==> src/trp_pkg.sv <==
`default_nettype none

package trp_pkg;

    // Register indexes on the configuration port
    localparam logic [1:0] REG_HEIGHT_OFFSET = 2'd0;
    localparam logic [1:0] REG_TARGET_RATE   = 2'd1;
    localparam logic [1:0] REG_MAX_DISTANCE  = 2'd2;

    // Register reset values
    localparam logic [15:0] TARGET_RESET  = 16'h0A00;
    localparam logic [15:0] MAXDIST_RESET = 16'd4000;

    // Gain correction: distance = (raw * 2011 + 1024) / 2048
    localparam logic [10:0] GAIN_NUM   = 11'd2011;
    localparam int          GAIN_SHIFT = 11;
    localparam logic [26:0] GAIN_ROUND = 27'd1024;

    localparam logic [15:0] DSS_UNKNOWN = 16'h8000;
    localparam logic [15:0] SAT16       = 16'hFFFF;

    // Dense status codes
    localparam logic [3:0] ST_VALID    = 4'd0;
    localparam logic [3:0] ST_SIGMA    = 4'd1;
    localparam logic [3:0] ST_SIGNAL   = 4'd2;
    localparam logic [3:0] ST_MINRANGE = 4'd3;
    localparam logic [3:0] ST_BOUNDS   = 4'd4;
    localparam logic [3:0] ST_HARDWARE = 4'd5;
    localparam logic [3:0] ST_NOWRAP   = 4'd6;
    localparam logic [3:0] ST_WRAP     = 4'd7;
    localparam logic [3:0] ST_XTALK    = 4'd8;
    localparam logic [3:0] ST_SYNC     = 4'd9;
    localparam logic [3:0] ST_CLIPPED  = 4'd10;
    localparam logic [3:0] ST_NONE     = 4'd11;

    typedef struct packed {
        logic [4:0]  rng_status;
        logic [7:0]  stream_cnt;
        logic [15:0] spad_count;
        logic [15:0] ambient_rate;
        logic [15:0] range_raw;
        logic [15:0] peak_signal_rate;
        logic [31:0] timestamp;
    } in_item_t;

    typedef struct packed {
        logic [15:0] distance;
        logic [15:0] rel_height;
        logic [3:0]  status_code;
        logic        reading_ok;
        logic [15:0] dss_spads;
        logic [31:0] delta_us;
        logic [31:0] sample_number;
    } out_item_t;

    // Controller to datapath
    typedef struct packed {
        logic load_item;
        logic start_div1;
        logic start_div2;
        logic take_per_spad;
        logic take_need;
        logic set_unknown;
        logic load_out;
    } trp_cmd_t;

    // Datapath to controller
    typedef struct packed {
        logic spads_zero;
        logic per_spad_zero;
        logic div_done;
    } trp_stat_t;

    // Map the sensor's raw range status onto the dense code set
    function automatic logic [3:0] map_status(input logic [4:0] raw, input logic [7:0] stream);
        logic [3:0] code;
        begin
            unique case (raw)
                5'd1, 5'd2, 5'd3, 5'd17: code = ST_HARDWARE;
                5'd13:                   code = ST_MINRANGE;
                5'd18:                   code = ST_SYNC;
                5'd5:                    code = ST_BOUNDS;
                5'd4:                    code = ST_SIGNAL;
                5'd6:                    code = ST_SIGMA;
                5'd7:                    code = ST_WRAP;
                5'd12:                   code = ST_XTALK;
                5'd8:                    code = ST_CLIPPED;
                5'd9:                    code = (stream == 8'd0) ? ST_NOWRAP : ST_VALID;
                default:                 code = ST_NONE;
            endcase
            return code;
        end
    endfunction

endpackage

`default_nettype wire

==> src/trp_divider.sv <==
`default_nettype none

// Restoring divider, one quotient bit per cycle, 32 quotient bits per division.
module trp_divider (
    input  wire logic        clk,
    input  wire logic        rst_n,
    input  wire logic        start,
    input  wire logic [31:0] dividend,
    input  wire logic [31:0] divisor,
    output logic             done,
    output logic [31:0]      quotient
);

    logic        busy_reg, busy_next;
    logic        done_reg, done_next;
    logic [4:0]  count_reg, count_next;
    logic [31:0] rem_reg, rem_next;
    logic [31:0] quo_reg, quo_next;
    logic [31:0] dsor_reg, dsor_next;
    logic [32:0] trial;
    logic [32:0] diff;

    // Load the operands on start, else shift in the next dividend bit and try a subtract
    always_comb
    begin
        trial      = {rem_reg, quo_reg[31]};
        diff       = trial - {1'b0, dsor_reg};
        busy_next  = busy_reg;
        done_next  = 1'b0;
        count_next = count_reg;
        rem_next   = rem_reg;
        quo_next   = quo_reg;
        dsor_next  = dsor_reg;
        if (start)
        begin
            busy_next  = 1'b1;
            count_next = 5'd0;
            rem_next   = 32'd0;
            quo_next   = dividend;
            dsor_next  = divisor;
        end
        else if (busy_reg)
        begin
            rem_next   = diff[32] ? trial[31:0] : diff[31:0];
            quo_next   = {quo_reg[30:0], ~diff[32]};
            count_next = count_reg + 5'd1;
            if (count_reg == 5'd31)
            begin
                busy_next = 1'b0;
                done_next = 1'b1;
            end
        end
    end

    // Hold control state
    always_ff @(posedge clk or negedge rst_n)
    begin
        if (!rst_n)
        begin
            busy_reg  <= 1'b0;
            done_reg  <= 1'b0;
            count_reg <= 5'd0;
        end
        else
        begin
            busy_reg  <= busy_next;
            done_reg  <= done_next;
            count_reg <= count_next;
        end
    end

    // Hold working values
    always_ff @(posedge clk)
    begin
        rem_reg  <= rem_next;
        quo_reg  <= quo_next;
        dsor_reg <= dsor_next;
    end

    assign done     = done_reg;
    assign quotient = quo_reg;

endmodule

`default_nettype wire

==> src/trp_datapath.sv <==
`default_nettype none

module trp_datapath (
    input  wire logic               clk,
    input  wire logic               rst_n,
    input  wire trp_pkg::trp_cmd_t  cmd,
    output trp_pkg::trp_stat_t      stat,
    input  wire trp_pkg::in_item_t  in_data,
    input  wire logic [15:0]        height_offset,
    input  wire logic [15:0]        target_rate,
    input  wire logic [15:0]        max_distance,
    output trp_pkg::out_item_t      out_data
);

    trp_pkg::in_item_t  item_reg;
    trp_pkg::out_item_t out_reg, out_next;

    logic [31:0] last_time_reg, last_time_next;
    logic        have_prev_reg, have_prev_next;
    logic [31:0] count_reg, count_next;
    logic [31:0] delta_reg, delta_next;
    logic [31:0] per_spad_reg;
    logic [15:0] dss_reg;

    logic [16:0] rate_sum;
    logic [15:0] rate_sat;
    logic        div_start;
    logic [31:0] div_dividend;
    logic [31:0] div_divisor;
    logic        div_done;
    logic [31:0] div_quotient;

    logic [26:0] gain_prod;
    logic [15:0] corr_dist;
    logic [17:0] height_full;
    logic [15:0] height;
    logic [3:0]  status;

    // Sample numbering and time delta, taken as the item is accepted
    always_comb
    begin
        last_time_next = last_time_reg;
        have_prev_next = have_prev_reg;
        count_next     = count_reg;
        delta_next     = delta_reg;
        if (cmd.load_item)
        begin
            delta_next     = have_prev_reg ? (in_data.timestamp - last_time_reg) : 32'd0;
            count_next     = count_reg + 32'd1;
            last_time_next = in_data.timestamp;
            have_prev_next = 1'b1;
        end
    end

    always_ff @(posedge clk or negedge rst_n)
    begin
        if (!rst_n)
        begin
            last_time_reg <= 32'd0;
            have_prev_reg <= 1'b0;
            count_reg     <= 32'd0;
        end
        else
        begin
            last_time_reg <= last_time_next;
            have_prev_reg <= have_prev_next;
            count_reg     <= count_next;
        end
    end

    // Capture the item
    always_ff @(posedge clk)
    begin
        if (cmd.load_item)
        begin
            item_reg <= in_data;
        end
        delta_reg <= delta_next;
    end

    // Rate per SPAD, then SPADs needed, through one shared divider
    always_comb
    begin
        rate_sum     = {1'b0, item_reg.peak_signal_rate} + {1'b0, item_reg.ambient_rate};
        rate_sat     = rate_sum[16] ? trp_pkg::SAT16 : rate_sum[15:0];
        div_start    = cmd.start_div1 | cmd.start_div2;
        div_dividend = cmd.start_div2 ? {target_rate, 16'd0} : {rate_sat, 16'd0};
        div_divisor  = cmd.start_div2 ? per_spad_reg : {16'd0, item_reg.spad_count};
    end

    trp_divider u_div (
        .clk      (clk),
        .rst_n    (rst_n),
        .start    (div_start),
        .dividend (div_dividend),
        .divisor  (div_divisor),
        .done     (div_done),
        .quotient (div_quotient)
    );

    // Hold the division results
    always_ff @(posedge clk)
    begin
        if (cmd.take_per_spad)
        begin
            per_spad_reg <= div_quotient;
        end
        if (cmd.set_unknown)
        begin
            dss_reg <= trp_pkg::DSS_UNKNOWN;
        end
        else if (cmd.take_need)
        begin
            dss_reg <= (div_quotient[31:16] != 16'd0) ? trp_pkg::SAT16 : div_quotient[15:0];
        end
    end

    // Distance, height, status and validity
    always_comb
    begin
        gain_prod   = {11'd0, item_reg.range_raw} * {16'd0, trp_pkg::GAIN_NUM}
                      + trp_pkg::GAIN_ROUND;
        corr_dist   = gain_prod[trp_pkg::GAIN_SHIFT +: 16];
        height_full = {2'b00, corr_dist} - {{2{height_offset[15]}}, height_offset};
        priority if (height_full[17])
            height = 16'd0;
        else if (height_full[16])
            height = trp_pkg::SAT16;
        else
            height = height_full[15:0];
        status = trp_pkg::map_status(item_reg.rng_status, item_reg.stream_cnt);

        out_next.distance      = corr_dist;
        out_next.rel_height    = height;
        out_next.status_code   = status;
        out_next.reading_ok    = (status == trp_pkg::ST_VALID) && (corr_dist != 16'd0)
                                 && (corr_dist <= max_distance);
        out_next.dss_spads     = dss_reg;
        out_next.delta_us      = delta_reg;
        out_next.sample_number = count_reg;
    end

    // Output register
    always_ff @(posedge clk)
    begin
        if (cmd.load_out)
        begin
            out_reg <= out_next;
        end
    end

    assign stat.spads_zero    = (item_reg.spad_count == 16'd0);
    assign stat.per_spad_zero = (per_spad_reg == 32'd0);
    assign stat.div_done      = div_done;
    assign out_data           = out_reg;

endmodule

`default_nettype wire

==> src/trp_ctrl.sv <==
`default_nettype none

module trp_ctrl (
    input  wire logic               clk,
    input  wire logic               rst_n,
    input  wire logic               in_valid,
    output logic                    in_ready,
    output logic                    out_valid,
    input  wire logic               out_ready,
    input  wire trp_pkg::trp_stat_t stat,
    output trp_pkg::trp_cmd_t       cmd
);

    typedef enum logic [2:0] {
        S_IDLE,
        S_START1,
        S_WAIT1,
        S_START2,
        S_WAIT2,
        S_FINISH
    } state_t;

    state_t state_reg, state_next;
    logic   out_valid_reg, out_valid_next;
    logic   out_free;

    // Sequence one item through both divisions, skipping to finish on a zero divisor
    always_comb
    begin
        state_next = state_reg;
        cmd        = '0;
        out_free   = !out_valid_reg || out_ready;
        unique case (state_reg)
            S_IDLE:
            begin
                if (in_valid)
                begin
                    cmd.load_item = 1'b1;
                    state_next    = S_START1;
                end
            end
            S_START1:
            begin
                if (stat.spads_zero)
                begin
                    cmd.set_unknown = 1'b1;
                    state_next      = S_FINISH;
                end
                else
                begin
                    cmd.start_div1 = 1'b1;
                    state_next     = S_WAIT1;
                end
            end
            S_WAIT1:
            begin
                if (stat.div_done)
                begin
                    cmd.take_per_spad = 1'b1;
                    state_next        = S_START2;
                end
            end
            S_START2:
            begin
                if (stat.per_spad_zero)
                begin
                    cmd.set_unknown = 1'b1;
                    state_next      = S_FINISH;
                end
                else
                begin
                    cmd.start_div2 = 1'b1;
                    state_next     = S_WAIT2;
                end
            end
            S_WAIT2:
            begin
                if (stat.div_done)
                begin
                    cmd.take_need = 1'b1;
                    state_next    = S_FINISH;
                end
            end
            S_FINISH:
            begin
                if (out_free)
                begin
                    cmd.load_out = 1'b1;
                    state_next   = S_IDLE;
                end
            end
            default:
            begin
                state_next = S_IDLE;
            end
        endcase

        // Drop valid once taken, raise it on a new result
        out_valid_next = out_valid_reg && !out_ready;
        if (cmd.load_out)
        begin
            out_valid_next = 1'b1;
        end
    end

    always_ff @(posedge clk or negedge rst_n)
    begin
        if (!rst_n)
        begin
            state_reg     <= S_IDLE;
            out_valid_reg <= 1'b0;
        end
        else
        begin
            state_reg     <= state_next;
            out_valid_reg <= out_valid_next;
        end
    end

    assign in_ready  = (state_reg == S_IDLE);
    assign out_valid = out_valid_reg;

endmodule

`default_nettype wire

==> src/tof_range_result_processor.sv <==
// Flow: an item passes two divisions on the single bit-serial divider, or skips both when
// the SPAD count is zero; a zero rate per SPAD skips the second division.
// A new item is taken only once the last result is loaded into the output register; the
// next item is taken while that result waits there, but finishing stalls until it is taken.
// Reset: asynchronous, active low; clears the sample counter, the previous timestamp and
// the registers to offset 0, target rate 0x0A00 and maximum distance 4000.
`default_nettype none

module tof_range_result_processor (
    input  wire logic              clk,
    input  wire logic              rst_n,
    input  wire logic              in_valid,
    output logic                   in_ready,
    input  wire trp_pkg::in_item_t in_data,
    output logic                   out_valid,
    input  wire logic              out_ready,
    output trp_pkg::out_item_t     out_data,
    input  wire logic              psel,
    input  wire logic              penable,
    input  wire logic              pwrite,
    input  wire logic [3:0]        paddr,
    input  wire logic [31:0]       pwdata,
    output logic [31:0]            prdata,
    output logic                   pready
);

    logic [15:0] offset_reg;
    logic [15:0] target_reg;
    logic [15:0] maxdist_reg;
    logic        cfg_write;

    trp_pkg::trp_cmd_t  cmd;
    trp_pkg::trp_stat_t stat;

    // Configuration register writes
    assign cfg_write = psel && penable && pwrite;

    always_ff @(posedge clk or negedge rst_n)
    begin
        if (!rst_n)
        begin
            offset_reg  <= 16'd0;
            target_reg  <= trp_pkg::TARGET_RESET;
            maxdist_reg <= trp_pkg::MAXDIST_RESET;
        end
        else if (cfg_write)
        begin
            unique case (paddr[3:2])
                trp_pkg::REG_HEIGHT_OFFSET: offset_reg  <= pwdata[15:0];
                trp_pkg::REG_TARGET_RATE:   target_reg  <= pwdata[15:0];
                trp_pkg::REG_MAX_DISTANCE:  maxdist_reg <= pwdata[15:0];
                default:                    ;
            endcase
        end
    end

    // Register readback
    always_comb
    begin
        unique case (paddr[3:2])
            trp_pkg::REG_HEIGHT_OFFSET: prdata = {16'd0, offset_reg};
            trp_pkg::REG_TARGET_RATE:   prdata = {16'd0, target_reg};
            trp_pkg::REG_MAX_DISTANCE:  prdata = {16'd0, maxdist_reg};
            default:                    prdata = 32'd0;
        endcase
    end

    assign pready = 1'b1;

    trp_ctrl u_ctrl (
        .clk       (clk),
        .rst_n     (rst_n),
        .in_valid  (in_valid),
        .in_ready  (in_ready),
        .out_valid (out_valid),
        .out_ready (out_ready),
        .stat      (stat),
        .cmd       (cmd)
    );

    trp_datapath u_dp (
        .clk           (clk),
        .rst_n         (rst_n),
        .cmd           (cmd),
        .stat          (stat),
        .in_data       (in_data),
        .height_offset (offset_reg),
        .target_rate   (target_reg),
        .max_distance  (maxdist_reg),
        .out_data      (out_data)
    );

endmodule

`default_nettype wire
==> config.mk <==
export PLATFORM = sky130hd
export DESIGN_NAME = tof_range_result_processor
export DESIGN_NICKNAME = d
export VERILOG_FILES = /design/src/trp_pkg.sv /design/src/trp_divider.sv /design/src/trp_datapath.sv /design/src/trp_ctrl.sv /design/src/tof_range_result_processor.sv
export SDC_FILE = /design/constraint.sdc
export NUM_CORES = 1
export LEC_CHECK = 0
export BUFFER_PORTS_ARGS = -buffer_cell sky130_fd_sc_hd__buf_2
export CAP_MARGIN = 20
export CORE_ASPECT_RATIO = 0.8
export CORE_MARGIN = 4
export CORE_UTILIZATION = 41
export DETAILED_ROUTE_END_ITERATION = 7
export GPL_TIMING_DRIVEN = 1
export HOLD_SLACK_MARGIN = 0.02
export PLACE_DENSITY = 0.66
export SETUP_SLACK_MARGIN = 0.05
export SYNTH_ARGS = -nofsm -noshare
export SYNTH_HDL_FRONTEND = slang
export SYNTH_SLANG_ARGS = --single-unit
==> constraint.sdc <==
create_clock -name clk -period 7.93 [get_ports clk]
set_input_delay 1.1895 -clock clk [delete_from_list [all_inputs] [get_ports clk]]
set_output_delay 1.1895 -clock clk [all_outputs]
set_load 0.02 [all_outputs]
==> flow_summary.json <==
{
  "syn_area_sq_um": 27200,
  "criticalPathCategory": "flop to flop",
  "place_congestion": 0.893,
  "yosysWarnings": 0,
  "slowest_stage": "fa_1",
  "setup_tns_ns": 0,
  "max-vdd-ir-drop_mv": 0.172,
  "ctsHoldBuffers": 0,
  "tightest_slew_ns": 0.976,
  "antenna_found_initial": 24,
  "num_vias": 19200,
  "vias_per_cell": 5.20,
  "slew_violations": 0,
  "dpl_worst_slack_ns": -0.0792,
  "synth_edf_count": 322,
  "largest_register_ffs": 117,
  "fin_crit_sh_pct": 96.7,
  "clock.fmax_mhz": 130,
  "yosys.cell_types.count": 81,
  "cts_root_buffer": "clkbuf_16",
  "ys_ff_latch": 494,
  "ys_seq_area_share_pct": 50.5,
  "avgSynthCellArea_sq_um": 11.0,
  "hold_viol": 0,
  "io_pins": 304,
  "design.core.area_sq_um": 65700,
  "detail-route-antenna-nets": 0,
  "fp.dieArea_sq_um": 70600,
  "finClkSkew_ns": 0.0142,
  "synth_top_family_by_area": "adder cells",
  "grt_pass1_wl_mm": 108,
  "detail_route.wl_per_cell_microns": 18.9,
  "relSlewSlack_pct": 34.9,
  "cts_tree": "built",
  "htreeDepth": 2,
  "gr-total-overflow": 0,
  "drt_iter0_drc": 1362,
  "final_layout_size_suffix_gt1_share_pct": 19.2,
  "synth_top_flop_cell": "edfxtp_1",
  "endpoint_kind": "flop",
  "finalSetupViolations": 0,
  "status": "finished, final reports clean",
  "syn_inst": 2464,
  "crit_required_ns": 8.26,
  "nets": 3226,
  "grt_pass1_vias": 19200,
  "drcViolationCount": 0,
  "clk_latency_ns": 0.59,
  "dpl_cell_area_sq_um": 29900,
  "synth_adder_area_share_pct": 15.5,
  "cts_made_buffers": 52,
  "wl_mm": 70.1,
  "die_w_microns": 296,
  "final_cell_mix": "edfxtp_1 (322), inv_1 (267), buf_2 (267), nand2_1 (248), o21ai_0 (178)",
  "synth_xor_area_share_pct": 4.55,
  "synth-simple-area-share_pct": 10.9,
  "setup_ws_ns": 0.262,
  "p_leak_uw": 0.0139,
  "power_uw": 5940,
  "hold_path.class": "flop to flop",
  "crit_fanout": 7,
  "cp_data_arrival_time_ns": 8.00,
  "clock_path_buffers": 3,
  "areaGrowthSynthToFinish_pct": 17.8,
  "final_util_pct": 48.8,
  "slowest_delay_ns": 0.58,
  "grt_max_degree": 80,
  "initial_utilization_pct": 41.4,
  "clock_sinks": 494,
  "cellPowerDensity_nw_per_um2": 185,
  "portBuffers": 268,
  "dp_hpwl_mm": 52.7,
  "grt_usage_pct": 19.5,
  "fin_crit_ns": 7.67,
  "async_reset_ff_share_pct": 25.1,
  "synth_compound_area_share_pct": 11.7,
  "std_cell_rows": 84,
  "final_area_sq_um": 32100,
  "drv_cap": 0,
  "die_h_microns": 238,
  "dr.pass1.iters": 5,
  "fill_cells": 5924,
  "cp-start-kind": "flop",
  "final_common_cell": "edfxtp_1",
  "synth_mux_area_share_pct": 1.57,
  "clk_transition_reported_paths_ns": 0.06
}
## worst paths after layout
check	slack (ns)	cells after the start	to	from
setup / recovery	0.26	31	u_dp.out_data[99]	u_dp.item_reg[54]
hold / removal	0.42	0	u_dp.out_data[48]	u_dp.delta_reg[16]
setup reg to reg	0.26	31	u_dp.out_data[99]	u_dp.item_reg[54]
hold reg to reg	0.42	0	u_dp.out_data[48]	u_dp.delta_reg[16]
max in group asynchronous	6.00	2	u_dp.count_reg[12]	rst_n
min in group asynchronous	0.56	1	u_dp.last_time_reg[31]	rst_n
## cell families after synthesis
logic type / Yosys count
AND/OR/NAND/NOR: 615
AO/OA/AOI/OAI: 528
flip-flops: 494
buffers and inverters: 366
adder cells (fa/ha/maj): 281
XOR/XNOR: 138
multiplexers: 40
other: 2
## synthesized netlist by cell type (34+ instances only)
master,count,share of area (%)
a21o_1,39,1.1
a21oi_1,137,2.5
and2_1,56,1.3
clkbuf_1,67,0.92
dfrtp_1,116,11
dfxtp_1,48,3.5
edfxtp_1,322,36
fa_1,93,6.8
ha_1,185,8.5
inv_1,273,3.8
nand2_1,248,3.4
nor2_1,99,1.4
o21ai_0,182,3.3
o22ai_1,34,0.78
xnor2_1,88,2.8
xor2_1,47,1.5
## area by class of cell
type	instances	area (sq um)	area share (%)
clock buffer	64	1390	4.33
timing repair buffer	356	2090	6.52
clock inverter	33	305	0.952
tap	860	1080	3.36
inverter	273	1020	3.20
multi-input combinational	1619	12400	38.7
sequential	494	13700	42.9
antenna	5	12.5	0.0390
## power breakdown
group | leakage (uW) | switching [uW] | internal [uW]
Sequential | 0.00451 | 50.4 | 2800
Combinational | 0.00857 | 353 | 290
Clock | 0.000817 | 1040 | 1410
Total | 0.0139 | 1440 | 4500
## stage by stage
step                      std cells  hold WS [ns]
after floorplan                2479         0.400
after global placement         3585         0.405
after detailed placement       3585         0.405
after CTS                      3685         0.419
after global routing           3699         0.428
final                          3704         0.417
## critical path, delay by kind of cell, from the launching register on
family | cells | cell delay (ns)
AO/OA/AOI/OAI | 8 | 1.35
XOR/XNOR | 2 | 0.39
adder cells (fa/ha/maj) | 8 | 3.36
buffers and inverters | 7 | 0.77
flip-flops | 1 | 0.50
AND/OR/NAND/NOR | 6 | 1.02
## per-layer routing
| layer | wire length (microns) | global-route usage, % | vias to the layer above |
|---|---|---|---|
| li1 | - | - | 9226 |
| met1 | 31200 | 27.4 | 9312 |
| met2 | 30200 | 29.1 | 557 |
| met3 | 6950 | 6.82 | 117 |
| met4 | 1580 | 4.69 | 34 |
| met5 | 208 | 0 | - |
## what timing repair did
action                     4_1_cts  5_1_grt
pin swaps                        6       25
setup buffers                    2       12
cloned                           1        1
setup endpoints to repair       16       17
resized for setup                9       48
No activity file was read; power rests on OpenSTA's default activity.
